`src/hdl/npe_pkg.sv`:
```
// ----------------------------------------------------------------------------
// npe_pkg: shared constants and types of the next permutation engine
// Capacity, index widths, element type and the memory request bundle.
// ----------------------------------------------------------------------------
package npe_pkg;

	localparam int MAX_LEN = 16;
	localparam int IDX_W   = $clog2(MAX_LEN);
	localparam int CNT_W   = $clog2(MAX_LEN + 1);
	localparam int ELEM_W  = 16;

	typedef logic signed [ELEM_W-1:0] elem_t;
	typedef logic [IDX_W-1:0]         idx_t;
	typedef logic [CNT_W-1:0]         cnt_t;

	typedef struct packed {
		logic  we;
		idx_t  waddr;
		elem_t wdata;
		idx_t  raddr;
	} mem_req_t;

	typedef struct packed {
		elem_t element;
		logic  fin;
		logic  wrapped;
		logic  overflowed;
	} emit_t;

endpackage

```
`src/hdl/npe_if.sv`:
```
// ----------------------------------------------------------------------------
// npe_if: channel interfaces of the next permutation engine
// Input element channel and result channel, valid/ready handshake.
// ----------------------------------------------------------------------------
interface npe_feed_if
	import npe_pkg::*;
();
	logic  valid;
	logic  ready;
	elem_t element;
	logic  is_final;

	modport source (output valid, output element, output is_final, input ready);
	modport sink   (input valid, input element, input is_final, output ready);
endinterface

interface npe_result_if
	import npe_pkg::*;
();
	logic  valid;
	logic  ready;
	elem_t out_element;
	logic  out_final;
	logic  wrapped;
	logic  overflowed;

	modport source (output valid, output out_element, output out_final,
		output wrapped, output overflowed, input ready);
	modport sink   (input valid, input out_element, input out_final,
		input wrapped, input overflowed, output ready);
endinterface

```
`src/hdl/npe_ram.sv`:
```
// ----------------------------------------------------------------------------
// npe_ram: simple dual-port synchronous RAM
// One write port, one read port, registered read data.
// ----------------------------------------------------------------------------
module npe_ram #(
	parameter int WIDTH = 16,
	parameter int DEPTH = 16
) (
	input  logic                     clk,
	input  logic                     we,
	input  logic [$clog2(DEPTH)-1:0] waddr,
	input  logic [WIDTH-1:0]         wdata,
	input  logic [$clog2(DEPTH)-1:0] raddr,
	output logic [WIDTH-1:0]         rdata
);
	logic [WIDTH-1:0] mem [DEPTH];

	always_ff @(posedge clk) begin
		if (we) begin
			mem[waddr] <= wdata;
		end
		rdata <= mem[raddr];
	end
endmodule

```
`src/hdl/npe_seq.sv`:
```
// ----------------------------------------------------------------------------
// npe_seq: load and permutation sequencer
// Loads the sequence into the store, finds the pivot, swaps, reverses the
// suffix and streams the result, one memory access per state.
// ----------------------------------------------------------------------------
module npe_seq
	import npe_pkg::*;
(
	input  logic             clk,
	input  logic             arst_n,
	npe_feed_if.sink         feed,
	output mem_req_t         mem_req,
	input  elem_t            mem_rdata,
	output logic             emit_valid,
	input  logic             emit_ready,
	output emit_t            emit
);
	typedef enum logic [3:0] {
		S_LOAD,
		S_SC_RD,
		S_SC_CMP,
		S_FN_RD,
		S_FN_CMP,
		S_SW_WA,
		S_SW_WB,
		S_RV_RDA,
		S_RV_RDB,
		S_RV_WA,
		S_RV_WB,
		S_EM_RD,
		S_EM_OUT
	} state_t;

	state_t state_q;
	cnt_t   cnt_q;
	logic   ovf_q;
	logic   wrap_q;
	idx_t   last_q;
	idx_t   ptr_q;
	idx_t   piv_q;
	idx_t   lo_q;
	idx_t   hi_q;
	elem_t  right_q;
	elem_t  pv_q;
	elem_t  kval_q;
	elem_t  a_q;
	logic   room;
	cnt_t   n_next;

	assign room   = (cnt_q < CNT_W'(MAX_LEN));
	assign n_next = room ? cnt_q + CNT_W'(1) : cnt_q;

	assign feed.ready = (state_q == S_LOAD);

	always_comb begin
		mem_req.we    = 1'b0;
		mem_req.waddr = ptr_q;
		mem_req.wdata = feed.element;
		mem_req.raddr = ptr_q;
		unique case (state_q)
			S_LOAD: begin
				mem_req.we    = feed.valid && room;
				mem_req.waddr = cnt_q[IDX_W-1:0];
			end
			S_SW_WA: begin
				mem_req.we    = 1'b1;
				mem_req.waddr = ptr_q;
				mem_req.wdata = pv_q;
			end
			S_SW_WB: begin
				mem_req.we    = 1'b1;
				mem_req.waddr = piv_q;
				mem_req.wdata = kval_q;
			end
			S_RV_RDA: begin
				mem_req.raddr = lo_q;
			end
			S_RV_RDB: begin
				mem_req.raddr = hi_q;
			end
			S_RV_WA: begin
				mem_req.we    = 1'b1;
				mem_req.waddr = lo_q;
				mem_req.wdata = mem_rdata;
			end
			S_RV_WB: begin
				mem_req.we    = 1'b1;
				mem_req.waddr = hi_q;
				mem_req.wdata = a_q;
			end
			default: begin
			end
		endcase
	end

	assign emit_valid      = (state_q == S_EM_OUT);
	assign emit.element    = mem_rdata;
	assign emit.fin        = (ptr_q == last_q);
	assign emit.wrapped    = wrap_q;
	assign emit.overflowed = ovf_q;

	always_ff @(posedge clk or negedge arst_n) begin
		if (!arst_n) begin
			state_q <= S_LOAD;
			cnt_q   <= '0;
			ovf_q   <= 1'b0;
			wrap_q  <= 1'b0;
			last_q  <= '0;
			ptr_q   <= '0;
			piv_q   <= '0;
			lo_q    <= '0;
			hi_q    <= '0;
			right_q <= '0;
			pv_q    <= '0;
			kval_q  <= '0;
			a_q     <= '0;
		end else begin
			unique case (state_q)
				S_LOAD: begin
					if (feed.valid) begin
						cnt_q <= n_next;
						if (!room) begin
							ovf_q <= 1'b1;
						end
						if (feed.is_final) begin
							wrap_q <= 1'b0;
							last_q <= IDX_W'(n_next - CNT_W'(1));
							if (n_next == CNT_W'(1)) begin
								ptr_q   <= '0;
								state_q <= S_EM_RD;
							end else begin
								ptr_q   <= IDX_W'(n_next - CNT_W'(1));
								state_q <= S_SC_RD;
							end
						end
					end
				end
				S_SC_RD: begin
					state_q <= S_SC_CMP;
				end
				S_SC_CMP: begin
					if (ptr_q != last_q && mem_rdata < right_q) begin
						pv_q    <= mem_rdata;
						piv_q   <= ptr_q;
						ptr_q   <= last_q;
						state_q <= S_FN_RD;
					end else if (ptr_q == '0) begin
						wrap_q  <= 1'b1;
						lo_q    <= '0;
						hi_q    <= last_q;
						state_q <= S_RV_RDA;
					end else begin
						right_q <= mem_rdata;
						ptr_q   <= ptr_q - IDX_W'(1);
						state_q <= S_SC_RD;
					end
				end
				S_FN_RD: begin
					state_q <= S_FN_CMP;
				end
				S_FN_CMP: begin
					if (mem_rdata > pv_q) begin
						kval_q  <= mem_rdata;
						state_q <= S_SW_WA;
					end else begin
						ptr_q   <= ptr_q - IDX_W'(1);
						state_q <= S_FN_RD;
					end
				end
				S_SW_WA: begin
					state_q <= S_SW_WB;
				end
				S_SW_WB: begin
					lo_q    <= piv_q + IDX_W'(1);
					hi_q    <= last_q;
					state_q <= S_RV_RDA;
				end
				S_RV_RDA: begin
					if (lo_q < hi_q) begin
						state_q <= S_RV_RDB;
					end else begin
						ptr_q   <= '0;
						state_q <= S_EM_RD;
					end
				end
				S_RV_RDB: begin
					a_q     <= mem_rdata;
					state_q <= S_RV_WA;
				end
				S_RV_WA: begin
					state_q <= S_RV_WB;
				end
				S_RV_WB: begin
					lo_q    <= lo_q + IDX_W'(1);
					hi_q    <= hi_q - IDX_W'(1);
					state_q <= S_RV_RDA;
				end
				S_EM_RD: begin
					state_q <= S_EM_OUT;
				end
				S_EM_OUT: begin
					if (emit_ready) begin
						if (ptr_q == last_q) begin
							cnt_q   <= '0;
							ovf_q   <= 1'b0;
							state_q <= S_LOAD;
						end else begin
							ptr_q   <= ptr_q + IDX_W'(1);
							state_q <= S_EM_RD;
						end
					end
				end
				default: begin
					state_q <= S_LOAD;
				end
			endcase
		end
	end

	a_load_room: assert property (@(posedge clk) disable iff (!arst_n)
		(state_q == S_LOAD && mem_req.we) |-> cnt_q < CNT_W'(MAX_LEN))
		else $error("store written beyond capacity");

	a_scan_range: assert property (@(posedge clk) disable iff (!arst_n)
		(state_q == S_SC_CMP || state_q == S_FN_CMP) |-> ptr_q <= last_q)
		else $error("scan index beyond sequence end");

	a_flip_order: assert property (@(posedge clk) disable iff (!arst_n)
		(state_q == S_RV_WA || state_q == S_RV_WB) |-> lo_q < hi_q)
		else $error("reversal pointers crossed");

	a_partner_right: assert property (@(posedge clk) disable iff (!arst_n)
		(state_q == S_FN_CMP) |-> ptr_q > piv_q)
		else $error("swap partner search passed the pivot");

	a_done_clear: assert property (@(posedge clk) disable iff (!arst_n)
		(emit_valid && emit_ready && emit.fin) |=> (state_q == S_LOAD && cnt_q == '0))
		else $error("count not cleared after last result");
endmodule

```
`src/hdl/next_permutation_engine.sv`:
```
// ----------------------------------------------------------------------------
// next_permutation_engine: next lexicographic permutation of a sequence
// Usage:
//   feed   : one signed 16-bit element per transaction, is_final on the last.
//            Up to MAX_LEN elements are kept; further ones are dropped and
//            overflowed is set on every result of that sequence.
//   result : the next permutation, one element per transaction, first
//            position first, out_final on the last. wrapped is set when the
//            input was the greatest permutation and came back ascending.
// Throughput: loading accepts one element per cycle. After the final element
//   the sequence is permuted in place in a store with one read port and
//   registered read data: the pivot is searched from the end, then its swap
//   partner from the end and the two swapped; the suffix after the pivot (all
//   of it when there is none) is reversed pair by pair, and the elements are
//   read out in order. feed is not ready until the last result has been
//   taken by the output register.
// Reset clears the sequencer and the output valid flag; the store and the
//   output data need no clearing. When result.ready is low and the output
//   register holds a transaction, it keeps it and the sequencer waits.
// ----------------------------------------------------------------------------
module next_permutation_engine
	import npe_pkg::*;
(
	input  logic       clk,
	input  logic       arst_n,
	npe_feed_if.sink   feed,
	npe_result_if.source result
);
	mem_req_t mem_req;
	elem_t    mem_rdata;
	logic     emit_valid;
	logic     emit_ready;
	emit_t    emit;
	logic     out_v_q;
	emit_t    out_q;

	npe_ram #(
		.WIDTH (ELEM_W),
		.DEPTH (MAX_LEN)
	) u_ram (
		.clk   (clk),
		.we    (mem_req.we),
		.waddr (mem_req.waddr),
		.wdata (mem_req.wdata),
		.raddr (mem_req.raddr),
		.rdata (mem_rdata)
	);

	npe_seq u_seq (
		.clk        (clk),
		.arst_n     (arst_n),
		.feed       (feed),
		.mem_req    (mem_req),
		.mem_rdata  (mem_rdata),
		.emit_valid (emit_valid),
		.emit_ready (emit_ready),
		.emit       (emit)
	);

	assign emit_ready = !out_v_q || result.ready;

	always_ff @(posedge clk or negedge arst_n) begin
		if (!arst_n) begin
			out_v_q <= 1'b0;
		end else if (emit_ready) begin
			out_v_q <= emit_valid;
		end
	end

	always_ff @(posedge clk) begin
		if (emit_ready && emit_valid) begin
			out_q <= emit;
		end
	end

	assign result.valid       = out_v_q;
	assign result.out_element = out_q.element;
	assign result.out_final   = out_q.fin;
	assign result.wrapped     = out_q.wrapped;
	assign result.overflowed  = out_q.overflowed;
endmodule
```
`src/flat_wrapper.sv`:
```
// flat-port wrapper written by rule: the top's interface ports become plain ports
module next_permutation_engine_flat import npe_pkg::*;
  (clk, arst_n, feed_valid, feed_element, feed_is_final, feed_ready, result_valid, result_out_element, result_out_final, result_wrapped, result_overflowed, result_ready);
  npe_feed_if feed_i ();
  npe_result_if result_i ();
  input  logic clk;
  input  logic arst_n;
  input wire logic [$bits(feed_i.valid)-1:0] feed_valid;
  input wire logic [$bits(feed_i.element)-1:0] feed_element;
  input wire logic [$bits(feed_i.is_final)-1:0] feed_is_final;
  output wire logic [$bits(feed_i.ready)-1:0] feed_ready;
  output wire logic [$bits(result_i.valid)-1:0] result_valid;
  output wire logic [$bits(result_i.out_element)-1:0] result_out_element;
  output wire logic [$bits(result_i.out_final)-1:0] result_out_final;
  output wire logic [$bits(result_i.wrapped)-1:0] result_wrapped;
  output wire logic [$bits(result_i.overflowed)-1:0] result_overflowed;
  input wire logic [$bits(result_i.ready)-1:0] result_ready;
  assign feed_i.valid = feed_valid;
  assign feed_i.element = feed_element;
  assign feed_i.is_final = feed_is_final;
  assign feed_ready = feed_i.ready;
  assign result_valid = result_i.valid;
  assign result_out_element = result_i.out_element;
  assign result_out_final = result_i.out_final;
  assign result_wrapped = result_i.wrapped;
  assign result_overflowed = result_i.overflowed;
  assign result_i.ready = result_ready;
  next_permutation_engine u_core (.clk(clk), .arst_n(arst_n), .feed(feed_i), .result(result_i));
endmodule
```
`config.mk`:
```
export PLATFORM = sky130hd
export DESIGN_NAME = next_permutation_engine_flat
export DESIGN_NICKNAME = d
export VERILOG_FILES = /design/src/hdl/npe_pkg.sv /design/src/hdl/npe_if.sv /design/src/hdl/npe_ram.sv /design/src/hdl/npe_seq.sv /design/src/hdl/next_permutation_engine.sv /design/src/flat_wrapper.sv
export SDC_FILE = /design/constraint.sdc
export NUM_CORES = 1
export LEC_CHECK = 0
export BUFFER_PORTS_ARGS = -buffer_cell sky130_fd_sc_hd__buf_2
export CAP_MARGIN = 25
export CORE_MARGIN = 4
export CORE_UTILIZATION = 29
export CTS_CLUSTER_SIZE = 20
export DETAILED_ROUTE_END_ITERATION = 8
export PLACE_DENSITY_LB_ADDON = 0.3
export SYNTH_ARGS = -nofsm -noshare
export SYNTH_HDL_FRONTEND = slang
export SYNTH_SLANG_ARGS = --single-unit
```
`constraint.sdc`:
```
create_clock -name clk -period 9.04 [get_ports clk]
set_input_delay 1.356 -clock clk [delete_from_list [all_inputs] [get_ports clk]]
set_output_delay 1.356 -clock clk [all_outputs]
set_load 0.01 [all_outputs]
```
==> out/qor.yml, run 1 <==
status: "finished clean"
final_nets: 1457
cts_setup_buffers: 0
die_x_um: 252
netlist_area_um2: 17200
synth_edf_count: 275
hold_path_class: "reg2reg"
route.met3.wl_um: 2350
fillCellCount: 5785
skew_ps: 18.3
seqPwrFrac_pct: 37.7
placed_area_um2: 18300
fmax_ghz: 0.243
insertion_delay_ps: 550
arrival_ps: 4590
core_area_um2: 58900
grt_pass1_vias: 11200
io_buffers: 41
ys_async_sr_fraction_pct: 24.8
vdd_drop_max_uv: 223
clock_sinks: 387
crit_fanout: 45
cts_root_buf: "clkbuf_16"
crit_buf_inv: 2
drive_gt1_share_pct: 16.5
finalHoldViolCount: 0
max-slew-margin-rel_pct: 30.6
antenna_found_initial: 1
post-route-cell-area_um2: 19800
maxCapViolCount: 0
swShare_pct: 39.7
critical-path-slowest-cell: "dfrtp_1"
ctsResizeCount: 0
routed-wl-met2_um: 20200
slew_violations: 0
vias: 11400
yosysWarningCount: 0
switchingPower_mw: 3.06
fin_util_pct: 33.6
drt-met1-wl_um: 20600
synth.distinct_cells: 65
grt-ovfl-total: 0
drtIter0Drc: 827
total_power_mw: 7.72
cts_buffers: 43
clkTransAtPathRegs_ps: 60
synthFlopType: "edfxtp_1"
ys_ff_latch: 387
ant_nets: 0
critPathLaunch: "u_core.u_seq.state_q[3]"
slowest_delay_ps: 730
power.leakage_nw: 7.26
synth.yosys.seq_area_share_pct: 63.7
path_class: "reg2reg"
critical_path.top_delay_family: "simple AND/OR/NAND/NOR gates"
p_int_mw: 4.66
worst_slew_pin_slew_ps: 1040
timing.final.crit_share_pct: 45.5
rsz0062_at_grt: "no"
routedWlPerCell_um: 20.0
htree_levels: 2
dieArea_um2: 63400
viasPerCell: 5.18
dp_hpwl_um: 28400
power.density_nw_per_um2: 390
end_kind: "flop"
syn2layout_area_growth_pct: 15.0
worstHoldStart: "u_core.u_seq.wrap_q"
num_rows: 89
synthCells: 1376
grt_pass1_wl_um: 68100
top_layer_used: "met4"
initial_utilization_pct: 29.2
postCtsHoldBufs: 0
min_period_ps: 4110
firstDrtPassIters: 7
wl_um: 44100
drcViolationCount: 0
synth_area_per_cell_um2: 12.5
finalWeightedCongestion: 0.810
grt_util_all_layers_pct: 13.5
synth_nets: 1438
grt_max_degree: 95
cts_tree: "built"
setup_violations: 0
worstPathCellList: "or4b_1 -> nand3_2 -> buf_4 -> and2_2 -> buf_4 -> nand2_1 -> a311oi_1 -> a21oi_1 -> a21oi_1"
num_io_pins: 42
critical_path.reg2reg.startpoint: "u_core.u_seq.state_q[3]"
startpoint_type: "flop"
final.setup.tns_ps: 0
cp.required_ps: 9520
die_h_um: 252
n_antenna_cell: 0
comb_power_share_pct: 39.9
clock_path_buffers: 3
p_clk_share_pct: 22.4
## registers in the layout, summed over array words and instances, names as in the netlist, 4 cells and up
register,count
u_core.result.out_element,16
u_core.u_ram.mem,256
u_core.u_ram.rdata,16
u_core.u_seq.a_q,16
u_core.u_seq.cnt_q,5
u_core.u_seq.hi_q,4
u_core.u_seq.kval_q,16
u_core.u_seq.last_q,4
u_core.u_seq.lo_q,4
u_core.u_seq.piv_q,4
u_core.u_seq.ptr_q,4
u_core.u_seq.pv_q,16
u_core.u_seq.right_q,16
u_core.u_seq.state_q,4
## path summary, 6_finish.rpt
| check | endpoint | slack, ps | cells after the start |
|---|---|---|---|
| max in group asynchronous | u_core.u_seq.right_q[11] | 7070 | 2 |
| worst max-delay path | u_core.u_ram.rdata[7] | 4930 | 9 |
| min in group asynchronous | u_core.u_seq.last_q[3] | 760 | 1 |
| worst max register to register | u_core.u_ram.rdata[7] | 4930 | 9 |
| worst min register to register | u_core.result.wrapped | 460 | 0 |
| worst min-delay path | u_core.result.wrapped | 460 | 0 |
## layout make-up
cell class                 count  area, um^2  area share, %
multi-input combinational    844        5760           29.1
sequential                   387       11000           55.4
clock buffer                  56        1160           5.88
clock inverter                22         224           1.13
inverter                      48         180          0.909
timing repair buffer          71         542           2.73
tap                          773         967           4.88
## layout by cell type (no fill, tap or decap), types with 9 or more instances in the layout
master,instances
a31oi_1,44
a311oi_1,34
nand2b_1,13
a21oi_1,59
buf_4,17
edfxtp_1,275
buf_2,41
mux2_2,59
mux2_4,10
inv_1,47
nor2_2,17
dfrtp_1,96
nand3_1,28
dfxtp_1,16
a22oi_1,47
and3_1,69
nor2_1,24
o21ai_0,30
ha_1,41
a211oi_1,82
nand2_1,178
clkbuf_1,9
clkbuf_16,43
## synthesized netlist by cell type, types with 10 or more instances
| master | instances | area [um^2] |
|---|---|---|
| a311oi_1 | 34 | 298 |
| inv_1 | 47 | 176 |
| clkbuf_1 | 75 | 282 |
| ha_1 | 41 | 513 |
| a31oi_1 | 44 | 275 |
| nand3_1 | 29 | 145 |
| a21oi_1 | 60 | 300 |
| buf_2 | 14 | 70.1 |
| nand2_1 | 179 | 672 |
| o21ai_0 | 30 | 150 |
| dfxtp_1 | 16 | 320 |
| dfrtp_1 | 96 | 2400 |
| mux2_2 | 59 | 664 |
| and3_1 | 69 | 432 |
| nor2_1 | 41 | 154 |
| a22oi_1 | 48 | 360 |
| a211oi_1 | 82 | 616 |
| edfxtp_1 | 275 | 8260 |
| nand2b_1 | 13 | 81.3 |
| mux2_4 | 10 | 150 |
## logic make-up (layout without fill, tap and decap cells)
| group | after synthesis | after routing | synth area share [%] |
|---|---|---|---|
| simple gates | 374 | 374 | 10.4 |
| fa+ha+maj | 41 | 41 | 2.98 |
| buf+inv | 145 | 197 | 3.39 |
| flops | 387 | 387 | 63.7 |
| xor+xnor | 13 | 13 | 0.661 |
| compound gates | 340 | 340 | 13.7 |
| mux | 76 | 76 | 5.15 |
## power groups by stage
stage,Combinational [mW],Sequential (mW),Clock (mW)
after CTS,3.08,2.90,1.77
final,3.08,2.91,1.73
after detailed placement,3.07,2.94,0
after floorplan,2.26,2.73,0
after global placement,3.00,2.93,0
after global routing,3.43,2.96,1.84
## worst register-to-register path: stages (launching register included)
cell	delay, ps
dfrtp_1	730
or4b_1	570
nand3_2	390
buf_4	510
and2_2	630
buf_4	500
nand2_1	130
a311oi_1	270
a21oi_1	130
a21oi_1	200
## per-stage QoR
| stage | setup slack (ps) | hold WS (ps) | std cells |
|---|---|---|---|
| after detailed placement | 4960 | 451 | 2117 |
| final | 4930 | 456 | 2201 |
| after floorplan | 5700 | 425 | 1376 |
| after global routing | 4610 | 472 | 2201 |
| after CTS | 4940 | 466 | 2195 |
| after global placement | 4920 | 439 | 2109 |
## layer usage
| layer | vias to the layer above | global-route usage (%) |
|---|---|---|
| li1 | 5282 | - |
| met1 | 5760 | 19.5 |
| met2 | 292 | 21.6 |
| met3 | 67 | 2.01 |
| met4 | 0 | 3.30 |
| met5 | - | 0 |
Note: power is estimated with default switching activity, not from simulation.
==> inputs of run 2 (changes only) <==
clock period = 4 ns   (was 9.04 ns; I/O delays follow)
==> run 2 against run 1 <==
  * Hold slack worse by 72 ps
  * Core utilization up 0.42 points
  * Cell count increased by 1.4%
  * Total power increased by 130%
  * Sequential power rose by 130%
  * First-iteration DRC count grew 13%
  * Wire length up 6.3%
==> out/qor.yml, run 2 (same netlist as run 1, synthesis figures left out) <==
critPathLaunch: "u_core.u_ram.rdata[15]"
min_period_ps: 3470
die_x_um: 252
ff2ff_path_depth: 8
regArea_um2: 11000
cp.required_ps: 4430
p_clk_share_pct: 22.1
worst_slew_pin_slew_ps: 813
wl_um: 46800
grt_pass1_vias: 11600
fillCellCount: 5728
antenna_found_initial: 0
dp_hpwl_um: 29900
rr_endpoint: "u_core.u_seq.right_q[11]"
grt_max_degree: 51
drtIter0Drc: 932
largest_reg_flops: 256
placed_area_um2: 18700
p_int_mw: 10.8
setup_violations: 0
cts_buffers: 42
skew_ps: 14.3
drcViolationCount: 0
cp-endpoint: "u_core.u_seq.right_q[11]"
crit_fanout: 16
die_h_um: 252
cp.depth: 8
path_class: "reg2reg"
power.leakage_nw: 7.43
power.density_nw_per_um2: 887
num_rows: 89
multi_input_area_um2: 5760
maxCapViolCount: 0
top_usage_layer: "met2"
final_nets: 1487
worstHoldStart: "feed_valid"
core_area_um2: 58900
final_cell_mix: "edfxtp_1 (275), nand2_1 (178), dfrtp_1 (96), a211oi_1 (82), and3_1 (69)"
cts_tree: "built"
postCtsHoldBufs: 1
slew_violations: 0
grt_pass1_wl_um: 71600
whs_ps: 384
critical-path-slowest-cell: "o41ai_2"
worstPathCellList: "ha_1 -> nand4_1 -> or3_1 -> o41ai_2 -> or3_1 -> and2_4 -> nand3b_4 -> mux2_4"
grt_util_all_layers_pct: 14.4
reg2reg_slack_ps: 530
final.setup.tns_ps: 0
cts_setup_buffers: 0
syn2layout_area_growth_pct: 16.5
ant_nets: 0
num_io_pins: 42
finalHoldViolCount: 0
fmax_ghz: 0.288
io_buffers: 41
end_kind: "flop"
post-route-cell-area_um2: 20100
vdd_drop_max_uv: 359
drive_gt1_share_pct: 18.1
clkTransAtPathRegs_ps: 60
critical_path.top_delay_family: "simple AND/OR/NAND/NOR gates"
cpMostUsedCell: "or3_1"
top_register: "u_core.u_ram.mem"
n_antenna_cell: 0
use_met2_pct: 23.8
slowest_delay_ps: 530
viasPerCell: 5.23
htree_levels: 2
timing.final.crit_share_pct: 86.7
finalWeightedCongestion: 0.857
swShare_pct: 39.4
dieArea_um2: 63400
arrival_ps: 3900
startpoint_type: "flop"
final_common_cell: "edfxtp_1"
grt-ovfl-total: 0
met1_usage_pct: 20.1
cts_root_buf: "clkbuf_16"
status: "finished clean"
critical_path.reg2reg.startpoint: "u_core.u_ram.rdata[15]"
switchingPower_mw: 7.01
clock_sinks: 387
clock_path_buffers: 3
hold_path_class: "in2reg"
rsz0062_at_grt: "no"
insertion_delay_ps: 550
firstDrtPassIters: 5
use_met3_pct: 2.06
seqPwrFrac_pct: 36.9
ctsResizeCount: 0
routedWlPerCell_um: 21.0
max-slew-margin-rel_pct: 45.7
comb_power_share_pct: 41.0
crit_buf_inv: 0
initial_utilization_pct: 29.2
vias: 11700
## run 2: power by group through the flow
stage | combinational [mW] | sequential (mW) | clock [mW]
global placement | 7.20 | 6.60 | 0
floorplan | 5.10 | 6.16 | 0
global route | 8.09 | 6.65 | 4.20
CTS | 7.33 | 6.55 | 4.03
finish | 7.29 | 6.56 | 3.94
detailed placement | 7.30 | 6.62 | 0
## run 2: worst min-delay path by stage
| stage | end | cells after the start | slack, ps |
|---|---|---|---|
| 2_1_floorplan | u_core.result.valid | 0 | 300 |
| 3_3_place_gp | u_core.result.wrapped | 0 | 430 |
| 3_5_place_dp | u_core.result.wrapped | 0 | 440 |
| 4_1_cts | u_core.u_seq.cnt_q[2] | 3 | 360 |
| 5_1_grt | u_core.u_seq.cnt_q[2] | 3 | 410 |
| 6_report | u_core.u_seq.cnt_q[2] | 3 | 380 |
## run 2: worst min-delay path, cell delays in order
cell and delay, ps:
buf_2 150, nand4_1 80, o21ai_0 60
## run 2: area by class of cell
class | instances | share of cell area [%]
inverters | 48 | 0.898
clock buffers | 59 | 5.91
repair buffers | 102 | 3.93
clock inverters | 19 | 1.02
well taps | 773 | 4.82
flip-flops and latches | 387 | 54.7
multi-input cells | 844 | 28.7
## run 2: per-stage QoR
step | power [mW] | std cells | setup slack [ps] | utilization, %
after floorplan | 11.3 | 1376 | 933 | -
after detailed placement | 13.9 | 2153 | 496 | 31.7
after global placement | 13.8 | 2151 | 493 | 31.6
after global routing | 18.9 | 2232 | 344 | 34.1
final | 17.8 | 2232 | 532 | 34.1
after CTS | 17.9 | 2232 | 476 | 34.1
## run 2: metal layers
| layer | vias to the layer above | part of all wire [%] |
|---|---|---|
| met2 | 330 | 48 |
| met1 | 5942 | 45 |
| met4 | 0 | 2.2 |
| met5 | - | 0 |
| li1 | 5320 | - |
| met3 | 77 | 5.1 |
